===== config.mk =====
export PLATFORM = sky130hd
export DESIGN_NAME = scalar_kalman_filter
export DESIGN_NICKNAME = d
export VERILOG_FILES = /design/src/hw/rtl/skf_pkg.sv /design/src/hw/rtl/skf_cfg.sv /design/src/hw/rtl/skf_ctrl.sv /design/src/hw/rtl/skf_dp.sv /design/src/hw/rtl/scalar_kalman_filter.sv
export SDC_FILE = /design/constraint.sdc
export NUM_CORES = 2
export LEC_CHECK = 0
export BUFFER_PORTS_ARGS = -buffer_cell sky130_fd_sc_hd__buf_4
export CORE_ASPECT_RATIO = 0.9
export CORE_MARGIN = 10
export CORE_UTILIZATION = 50
export DETAILED_ROUTE_END_ITERATION = 6
export HOLD_SLACK_MARGIN = 0.15
export PLACE_DENSITY = 0.73
export SLEW_MARGIN = 20
export SYNTH_ARGS = -nofsm -noshare
export SYNTH_HDL_FRONTEND = slang
export SYNTH_SLANG_ARGS = --single-unit

===== constraint.sdc =====
create_clock -name clk_i -period 9.3 [get_ports clk_i]
set_clock_uncertainty 0.15 [all_clocks]
set_input_delay 0.93 -clock clk_i [delete_from_list [all_inputs] [get_ports clk_i]]
set_output_delay 0.93 -clock clk_i [all_outputs]
set_load 0.03 [all_outputs]

===== src/hw/rtl/skf_pkg.sv =====
// Types and constants shared by the scalar Kalman filter modules.
`default_nettype none

package skf_pkg;

  localparam int unsigned DataW = 32;
  localparam int unsigned GainW = 17;
  localparam int unsigned DivSteps = 17;
  localparam int unsigned CntW = $clog2(DivSteps);
  localparam int unsigned CfgIdxW = 2;

  localparam logic [GainW-1:0] GainOne = 17'd65536;

  localparam logic [DataW-1:0] ProcNoiseRst = 32'd6554;
  localparam logic [DataW-1:0] MeasNoiseRst = 32'd6554;
  localparam logic [DataW-1:0] InitEstRst = 32'd327680;
  localparam logic [DataW-1:0] InitCovRst = 32'd6554;

  localparam logic [CfgIdxW-1:0] CfgProcNoise = 2'd0;
  localparam logic [CfgIdxW-1:0] CfgMeasNoise = 2'd1;
  localparam logic [CfgIdxW-1:0] CfgInitEst = 2'd2;
  localparam logic [CfgIdxW-1:0] CfgInitCov = 2'd3;

  typedef struct packed {
    logic [DataW-1:0] process_noise;
    logic [DataW-1:0] measurement_noise;
    logic [DataW-1:0] initial_estimate;
    logic [DataW-1:0] initial_covariance;
  } skf_cfg_t;

  typedef struct packed {
    logic load_in;
    logic prep;
    logic div_step;
    logic mul_corr;
    logic mul_cov;
    logic fin;
    logic out_load;
  } skf_cmd_t;

  typedef struct packed {
    logic skip;
  } skf_status_t;

endpackage

`default_nettype wire


===== src/hw/rtl/skf_cfg.sv =====
// Configuration register file of the scalar Kalman filter.
`default_nettype none

module skf_cfg
  import skf_pkg::*;
(
  input  logic               clk_i,
  input  logic               rst_ni,
  input  logic               cfg_valid_i,
  output logic               cfg_ready_o,
  input  logic [CfgIdxW-1:0] cfg_index_i,
  input  logic [DataW-1:0]   cfg_data_i,
  output skf_cfg_t           cfg_o
);

  skf_cfg_t cfg_q;

  assign cfg_ready_o = 1'b1;
  assign cfg_o = cfg_q;

  always_ff @(posedge clk_i or negedge rst_ni) begin
    if (!rst_ni) begin
      cfg_q.process_noise <= ProcNoiseRst;
      cfg_q.measurement_noise <= MeasNoiseRst;
      cfg_q.initial_estimate <= InitEstRst;
      cfg_q.initial_covariance <= InitCovRst;
    end else if (cfg_valid_i && cfg_ready_o) begin
      case (cfg_index_i)
        CfgProcNoise: cfg_q.process_noise <= cfg_data_i;
        CfgMeasNoise: cfg_q.measurement_noise <= cfg_data_i;
        CfgInitEst: cfg_q.initial_estimate <= cfg_data_i;
        CfgInitCov: cfg_q.initial_covariance <= cfg_data_i;
        default: ;
      endcase
    end
  end

endmodule

`default_nettype wire


===== src/hw/rtl/skf_ctrl.sv =====
// Sequencing state machine of the scalar Kalman filter.
`default_nettype none

module skf_ctrl
  import skf_pkg::*;
(
  input  logic        clk_i,
  input  logic        rst_ni,
  input  logic        in_valid_i,
  output logic        in_stall_o,
  output logic        out_valid_o,
  input  logic        out_stall_i,
  input  skf_status_t status_i,
  output skf_cmd_t    cmd_o
);

  typedef enum logic [2:0] {
    S_IDLE,
    S_PREP,
    S_DIV,
    S_MUL1,
    S_MUL2,
    S_FIN,
    S_DONE
  } state_e;

  state_e           state_q;
  logic [CntW-1:0]  cnt_q;
  logic             out_valid_q;
  logic             out_load;

  assign out_load = (state_q == S_DONE) && (!out_valid_q || !out_stall_i);

  assign in_stall_o = (state_q != S_IDLE);
  assign out_valid_o = out_valid_q;

  always_comb begin
    cmd_o = '0;
    cmd_o.load_in = (state_q == S_IDLE) && in_valid_i;
    cmd_o.prep = (state_q == S_PREP);
    cmd_o.div_step = (state_q == S_DIV);
    cmd_o.mul_corr = (state_q == S_MUL1);
    cmd_o.mul_cov = (state_q == S_MUL2);
    cmd_o.fin = (state_q == S_FIN);
    cmd_o.out_load = out_load;
  end

  always_ff @(posedge clk_i or negedge rst_ni) begin
    if (!rst_ni) begin
      state_q <= S_IDLE;
      cnt_q <= '0;
      out_valid_q <= 1'b0;
    end else begin
      if (out_load) begin
        out_valid_q <= 1'b1;
      end else if (!out_stall_i) begin
        out_valid_q <= 1'b0;
      end
      case (state_q)
        S_IDLE: begin
          if (in_valid_i) begin
            state_q <= S_PREP;
          end
        end
        S_PREP: begin
          cnt_q <= '0;
          state_q <= status_i.skip ? S_DONE : S_DIV;
        end
        S_DIV: begin
          if (cnt_q == CntW'(DivSteps - 1)) begin
            state_q <= S_MUL1;
          end else begin
            cnt_q <= cnt_q + 1'b1;
          end
        end
        S_MUL1: state_q <= S_MUL2;
        S_MUL2: state_q <= S_FIN;
        S_FIN: state_q <= S_DONE;
        S_DONE: begin
          if (out_load) begin
            state_q <= S_IDLE;
          end
        end
        default: state_q <= S_IDLE;
      endcase
    end
  end

endmodule

`default_nettype wire


===== src/hw/rtl/skf_dp.sv =====
// Datapath of the scalar Kalman filter: state, divider, shared multiplier, result register.
`default_nettype none

module skf_dp
  import skf_pkg::*;
(
  input  logic                    clk_i,
  input  logic                    rst_ni,
  input  skf_cfg_t                cfg_i,
  input  skf_cmd_t                cmd_i,
  output skf_status_t             status_o,
  input  logic signed [DataW-1:0] measurement_i,
  input  logic                    start_of_run_i,
  output logic signed [DataW-1:0] estimate_o,
  output logic [GainW-1:0]        gain_o,
  output logic                    fault_o
);

  logic signed [DataW-1:0] x_q;
  logic [DataW-1:0]        p_q;
  logic                    fault_q;
  logic signed [DataW-1:0] z_q;
  logic                    start_q;
  logic [GainW-1:0]        k_q;
  logic [DataW+1:0]        rem_q;
  logic [DataW:0]          den_q;
  logic signed [50:0]      prod_q;
  logic signed [DataW-1:0] est_q;
  logic [GainW-1:0]        gain_q;
  logic                    fault_out_q;

  logic [DataW-1:0]        base_p;
  logic                    faulted;
  logic [DataW:0]          psum;
  logic [DataW-1:0]        psat;
  logic [DataW:0]          den_sum;
  logic                    zero_den;
  logic                    rem_ge;
  logic [DataW+1:0]        rem_n;
  logic signed [17:0]      mul_a;
  logic signed [DataW:0]   mul_b;
  logic signed [50:0]      mul_p;
  logic signed [DataW:0]   diff;
  logic signed [50:0]      rnd;
  logic signed [34:0]      corr;
  logic signed [35:0]      nx;
  logic signed [DataW-1:0] x_sat;

  // Covariance prediction, saturating, and the gain denominator.
  assign base_p = start_q ? cfg_i.initial_covariance : p_q;
  assign faulted = start_q ? 1'b0 : fault_q;
  assign psum = {1'b0, base_p} + {1'b0, cfg_i.process_noise};
  assign psat = psum[DataW] ? '1 : psum[DataW-1:0];
  assign den_sum = {1'b0, psat} + {1'b0, cfg_i.measurement_noise};
  assign zero_den = (den_sum == '0);
  assign status_o.skip = faulted || zero_den;

  // One restoring division step per cycle, one gain bit each.
  assign rem_ge = (rem_q >= {1'b0, den_q});
  assign rem_n = rem_ge ? (rem_q - {1'b0, den_q}) : rem_q;

  // Shared multiplier: correction k*(z-x), then (1-k)*p.
  assign diff = $signed({z_q[DataW-1], z_q}) - $signed({x_q[DataW-1], x_q});
  assign mul_a = cmd_i.mul_corr ? $signed({1'b0, k_q}) : $signed({1'b0, GainOne - k_q});
  assign mul_b = cmd_i.mul_corr ? diff : $signed({1'b0, p_q});
  assign mul_p = mul_a * mul_b;

  // Round the correction to nearest, ties upward, and saturate the new estimate.
  assign rnd = prod_q + 51'sd32768;
  assign corr = rnd[50:16];
  assign nx = $signed({{4{x_q[DataW-1]}}, x_q}) + $signed({corr[34], corr});

  always_comb begin
    if (nx[35:31] == {5{nx[35]}}) begin
      x_sat = nx[DataW-1:0];
    end else if (nx[35]) begin
      x_sat = 32'sh8000_0000;
    end else begin
      x_sat = 32'sh7fff_ffff;
    end
  end

  always_ff @(posedge clk_i or negedge rst_ni) begin
    if (!rst_ni) begin
      x_q <= InitEstRst;
      p_q <= InitCovRst;
      fault_q <= 1'b0;
    end else begin
      if (cmd_i.prep) begin
        if (start_q) begin
          x_q <= cfg_i.initial_estimate;
        end
        if (!faulted) begin
          p_q <= psat;
          fault_q <= zero_den;
        end
      end
      if (cmd_i.mul_cov) begin
        x_q <= x_sat;
      end
      if (cmd_i.fin) begin
        p_q <= prod_q[47:16];
      end
    end
  end

  always_ff @(posedge clk_i) begin
    if (cmd_i.load_in) begin
      z_q <= measurement_i;
      start_q <= start_of_run_i;
    end
    if (cmd_i.prep) begin
      k_q <= '0;
      rem_q <= {2'b00, psat};
      den_q <= den_sum;
    end
    if (cmd_i.div_step) begin
      k_q <= {k_q[GainW-2:0], rem_ge};
      rem_q <= {rem_n[DataW:0], 1'b0};
    end
    if (cmd_i.mul_corr || cmd_i.mul_cov) begin
      prod_q <= mul_p;
    end
    if (cmd_i.out_load) begin
      est_q <= x_q;
      gain_q <= k_q;
      fault_out_q <= fault_q;
    end
  end

  assign estimate_o = est_q;
  assign gain_o = gain_q;
  assign fault_o = fault_out_q;

endmodule

`default_nettype wire


===== src/hw/rtl/scalar_kalman_filter.sv =====
// Top level of the one-dimensional Kalman filter over a measurement stream.
//
//   Channel   Direction  Handshake            Payload
//   in        input      in_valid/in_stall    measurement, start_of_run
//   out       output     out_valid/out_stall  estimate, gain, fault
//   cfg       input      cfg_valid/cfg_ready  cfg_index, cfg_data
//
// An item passes from its transfer to the output register through a prepare
// step, the 17-step gain divider, two products on the shared multiplier, the
// covariance write and the output load. The next item is taken in the cycle
// after the output load; an item that faults skips from prepare to the load.
// After reset the estimate and covariance hold the reset values of the
// initial registers; there is no clearing pass. A stalled output holds the
// finished item; the next item computes up to its final write and then waits.
`default_nettype none

module scalar_kalman_filter
  import skf_pkg::*;
(
  input  logic                    clk_i,
  input  logic                    rst_ni,
  input  logic                    in_valid_i,
  output logic                    in_stall_o,
  input  logic signed [DataW-1:0] measurement_i,
  input  logic                    start_of_run_i,
  output logic                    out_valid_o,
  input  logic                    out_stall_i,
  output logic signed [DataW-1:0] estimate_o,
  output logic [GainW-1:0]        gain_o,
  output logic                    fault_o,
  input  logic                    cfg_valid_i,
  output logic                    cfg_ready_o,
  input  logic [CfgIdxW-1:0]      cfg_index_i,
  input  logic [DataW-1:0]        cfg_data_i
);

  skf_cfg_t    cfg;
  skf_cmd_t    cmd;
  skf_status_t status;

  skf_cfg u_cfg (
    .clk_i       (clk_i),
    .rst_ni      (rst_ni),
    .cfg_valid_i (cfg_valid_i),
    .cfg_ready_o (cfg_ready_o),
    .cfg_index_i (cfg_index_i),
    .cfg_data_i  (cfg_data_i),
    .cfg_o       (cfg)
  );

  skf_ctrl u_ctrl (
    .clk_i       (clk_i),
    .rst_ni      (rst_ni),
    .in_valid_i  (in_valid_i),
    .in_stall_o  (in_stall_o),
    .out_valid_o (out_valid_o),
    .out_stall_i (out_stall_i),
    .status_i    (status),
    .cmd_o       (cmd)
  );

  skf_dp u_dp (
    .clk_i          (clk_i),
    .rst_ni         (rst_ni),
    .cfg_i          (cfg),
    .cmd_i          (cmd),
    .status_o       (status),
    .measurement_i  (measurement_i),
    .start_of_run_i (start_of_run_i),
    .estimate_o     (estimate_o),
    .gain_o         (gain_o),
    .fault_o        (fault_o)
  );

endmodule

`default_nettype wire


==> metrics.txt <==
floorplan row count 103; TritonCTS Buffers between 40 and 50; Placed Area 47,900 um^2; Post-Route Utilization 0.566; x dimension of the die 333 um; total count of max-transition violations in the final report 0; met3 WL roughly 13,000 um; Clock Pin Slew Worst Setup and Hold Paths 0.06 ns; dominant synthesized flop cell sky130_fd_sc_hd__edfxtp_1; gpl congestion approximately 1; max-cap viol count 0; sequential-to-total area share from yosys stat 0.253; global router's overall resource usage 0.258; Max-Slew Margin vs Limit 0.320; Yosys top cell area share 0.244; Tightest Hold Check Type primary input to async pin; delay of the slowest cell on the worst path ~0.58 ns; combined flip-flop and latch cell area approximately 11,000 um^2; clock tree from TritonCTS done; first-pass GRT wire length roughly 200,000 um; wire length on met1 approximately 57,000 um; number of distinct standard cells referenced by the synthesized netlist 90; result of the run completed; clock latency at the later pin of the worst-skew pair between 0.6 and 0.7 ns; Via-to-Cell Ratio approximately 5.7; Die Height about 300 um; Detail Route Antenna Nets 0; Synth Warn # 0; period utilisation layout 0.971; final setup violation count 0; CP arrival around 9.3 ns; number of enable flip-flop cells after synthesis ~200; 1st-pass router iterations 5; core area a little under 90,000 um^2; slew at the pin closest to its max-slew limit roughly 1.0 ns; CTS Buffer Depth 3; I/O pin count around 130; first-iteration detailed-routing DRC count 3,178; met2 wirelength from detailed routing roughly 56,000 um; Total Die Area between 100,000 and 150,000 um^2; CP Launch Type register; area growth from synthesis to layout 12.4%; initial cell density of the core 0.504; wire length after detailed routing 131,000 um; worst endpoint required time ~9.5 ns; crit end category register; f_max ~0.11 GHz; CTS Root Cell sky130_fd_sc_hd__clkbuf_16; number of global-route vias before repair around 35k; topmost layer with routed signal wires met4; count of mapped cells out of synthesis approximately 4.7k; final worst path period need around 9 ns; flip-flop and latch count after synthesis just over 400; number of fill cells in the layout ~7.6k; post-detail-place hpwl 108,000 um; number of antenna violations at the first check in global routing 2; area of combinational cells with multiple inputs between 20,000 and 30,000 um^2; Hold Fails Final Rpt 0; sinks on the clock net 405; count of buffers inserted at the top-level ports about 120; master of the slowest instance on the critical path sky130_fd_sc_hd__fa_1; DRC violation count after routing 0; Syn Nets around 5.6k; layout net count between 5k and 6k; share of synthesized registers carrying an async set or reset 0.499; critical path class register to register; Overflow after GRT 0; H-tree depth 2; proportion of layout cells with a drive suffix above 1 0.147; routed len/inst 21.4 um; unrepaired setup endpoints after global routing true; Post-Synthesis Cell Area about 44,000 um^2; post-synthesis area per instance 9.48 um^2; biggest area contributors in the synthesized netlist sky130_fd_sc_hd__fa_1 24%, sky130_fd_sc_hd__edfxtp_1 14%, sky130_fd_sc_hd__dfrtp_1 9.6%; largest fanout on the critical path 6; summed area of non-filler cells in the final layout just under 50,000 um^2; largest net degree at the start of global routing 73; leading area contributor after synthesis sky130_fd_sc_hd__fa_1; via count 35.0k
## what timing repair did
| item | CTS | global route |
|---|---|---|
| setup endpoints to repair | 9 | 20 |
| hold buffers | 0 | 0 |
| gates resized for setup | 6 | 44 |
| pin swaps | 2 | 24 |
| buffers inserted | 2 | 8 |
## area by class of cell
class,count,area share
clock inverter,15,0.00277
antenna,2,0.000101
tap,1155,0.0291
timing repair buffer,366,0.0573
clock buffer,68,0.0269
multi-input combinational,3313,0.600
sequential,405,0.225
inverter,784,0.0592
## logic make-up after synthesis
family	after synthesis	share of synthesized area
other	1	0.0000848
AOI/OAI and AO/OA	749	0.112
xor gates and xnor gates	225	0.0446
DFF	405	0.253
muxes	215	0.0534
and+or+nand+nor	1299	0.131
buffers and inverters	946	0.0811
adders and majority gates	824	0.325
## synth_stat cells (48+ instances only)
| cell type | instances |
|---|---|
| sky130_fd_sc_hd__xnor2_1 | 142 |
| sky130_fd_sc_hd__xor2_1 | 83 |
| sky130_fd_sc_hd__nand2_1 | 526 |
| sky130_fd_sc_hd__a21oi_1 | 184 |
| sky130_fd_sc_hd__o21ai_0 | 120 |
| sky130_fd_sc_hd__mux2i_1 | 48 |
| sky130_fd_sc_hd__inv_1 | 783 |
| sky130_fd_sc_hd__dfrtp_1 | 170 |
| sky130_fd_sc_hd__clkbuf_1 | 135 |
| sky130_fd_sc_hd__nor2_1 | 379 |
| sky130_fd_sc_hd__nand3_1 | 63 |
| sky130_fd_sc_hd__edfxtp_1 | 202 |
| sky130_fd_sc_hd__ha_1 | 285 |
| sky130_fd_sc_hd__a21o_1 | 96 |
| sky130_fd_sc_hd__mux2_2 | 167 |
| sky130_fd_sc_hd__nor3_1 | 59 |
| sky130_fd_sc_hd__fa_1 | 539 |
| sky130_fd_sc_hd__and2_1 | 62 |
## worst paths after layout
kind                                   end         startpoint  slack [ns]  cells past startpoint
setup reg to reg           u_dp.prod_q[43]        u_dp.z_q[0]        0.27                     41
max in group asynchronous     u_dp.p_q[30]             rst_ni        6.66                      3
hold reg to reg            u_cfg.cfg_o[28]    u_cfg.cfg_o[28]        0.35                      1
min in group clk_i            u_dp.z_q[27]  measurement_i[27]        0.34                      1
hold / removal              u_cfg.cfg_o[0]             rst_ni        0.18                      1
setup / recovery           u_dp.prod_q[43]        u_dp.z_q[0]        0.27                     41
## cells in the final DEF, fill, tap and decap left out, types with 39 or more instances in the layout
| cell | Yosys | layout |
|---|---|---|
| sky130_fd_sc_hd__buf_4 | 1 | 356 |
| sky130_fd_sc_hd__nand3_1 | 63 | 63 |
| sky130_fd_sc_hd__nor3_1 | 59 | 59 |
| sky130_fd_sc_hd__xor2_1 | 83 | 79 |
| sky130_fd_sc_hd__a21o_1 | 96 | 96 |
| sky130_fd_sc_hd__nor2b_1 | 39 | 39 |
| sky130_fd_sc_hd__ha_1 | 285 | 283 |
| sky130_fd_sc_hd__dfrtp_1 | 170 | 170 |
| sky130_fd_sc_hd__o22ai_1 | 47 | 47 |
| sky130_fd_sc_hd__edfxtp_1 | 202 | 202 |
| sky130_fd_sc_hd__nand2_1 | 526 | 522 |
| sky130_fd_sc_hd__mux2_2 | 167 | 166 |
| sky130_fd_sc_hd__and2_1 | 62 | 62 |
| sky130_fd_sc_hd__nor2_1 | 379 | 374 |
| sky130_fd_sc_hd__o21ai_0 | 120 | 115 |
| sky130_fd_sc_hd__fa_1 | 539 | 537 |
| sky130_fd_sc_hd__clkbuf_16 | 0 | 47 |
| sky130_fd_sc_hd__xnor2_1 | 142 | 133 |
| sky130_fd_sc_hd__a21oi_1 | 184 | 177 |
| sky130_fd_sc_hd__inv_1 | 783 | 783 |
| sky130_fd_sc_hd__mux2i_1 | 48 | 48 |
## worst max-delay path, delay by kind of cell, from the launching register on
kind | cells | cell delay, ns
adders and majority gates | 9 | 3.87
AOI/OAI and AO/OA | 15 | 2.45
buffers and inverters | 12 | 1.33
and+or+nand+nor | 3 | 0.40
DFF | 1 | 0.36
xor gates and xnor gates | 2 | 0.25
## metal layers
metal  vias to the layer above  GRT usage
li1                      15900          -
met1                     17400      0.372
met2                      1489      0.386
met3                       245     0.0564
met4                         0     0.0826
met5                         -          0
## through the flow
step | setup slack (ns) | TNS (ns) | hold WS, ns | instances
after floorplan | 0.317 | 0 | 0.299 | 4664
after global placement | -0.190 | -0.954 | 0.322 | 6013
after detailed placement | -0.296 | -2.03 | 0.338 | 6013
after CTS | 0.000438 | 0 | 0.184 | 6098
after global routing | -0.0546 | -0.264 | 0.223 | 6106
final | 0.266 | 0 | 0.176 | 6108
## registers in the layout (all words and copies together), names as in the netlist
| register | cells |
|---|---|
| u_cfg.cfg_o | 128 |
| u_ctrl.cnt_q | 5 |
| u_ctrl.out_valid_o | 1 |
| u_ctrl.state_q | 3 |
| u_dp.den_q | 33 |
| u_dp.estimate_o | 32 |
| u_dp.fault_o | 1 |
| u_dp.fault_q | 1 |
| u_dp.gain_o | 17 |
| u_dp.k_q | 17 |
| u_dp.p_q | 32 |
| u_dp.prod_q | 36 |
| u_dp.rem_q | 34 |
| u_dp.start_q | 1 |
| u_dp.x_q | 32 |
| u_dp.z_q | 32 |
Power is left out: the tool's default activity adds up to more than one toggle a clock period on the data nets, which glitch-free logic cannot reach.
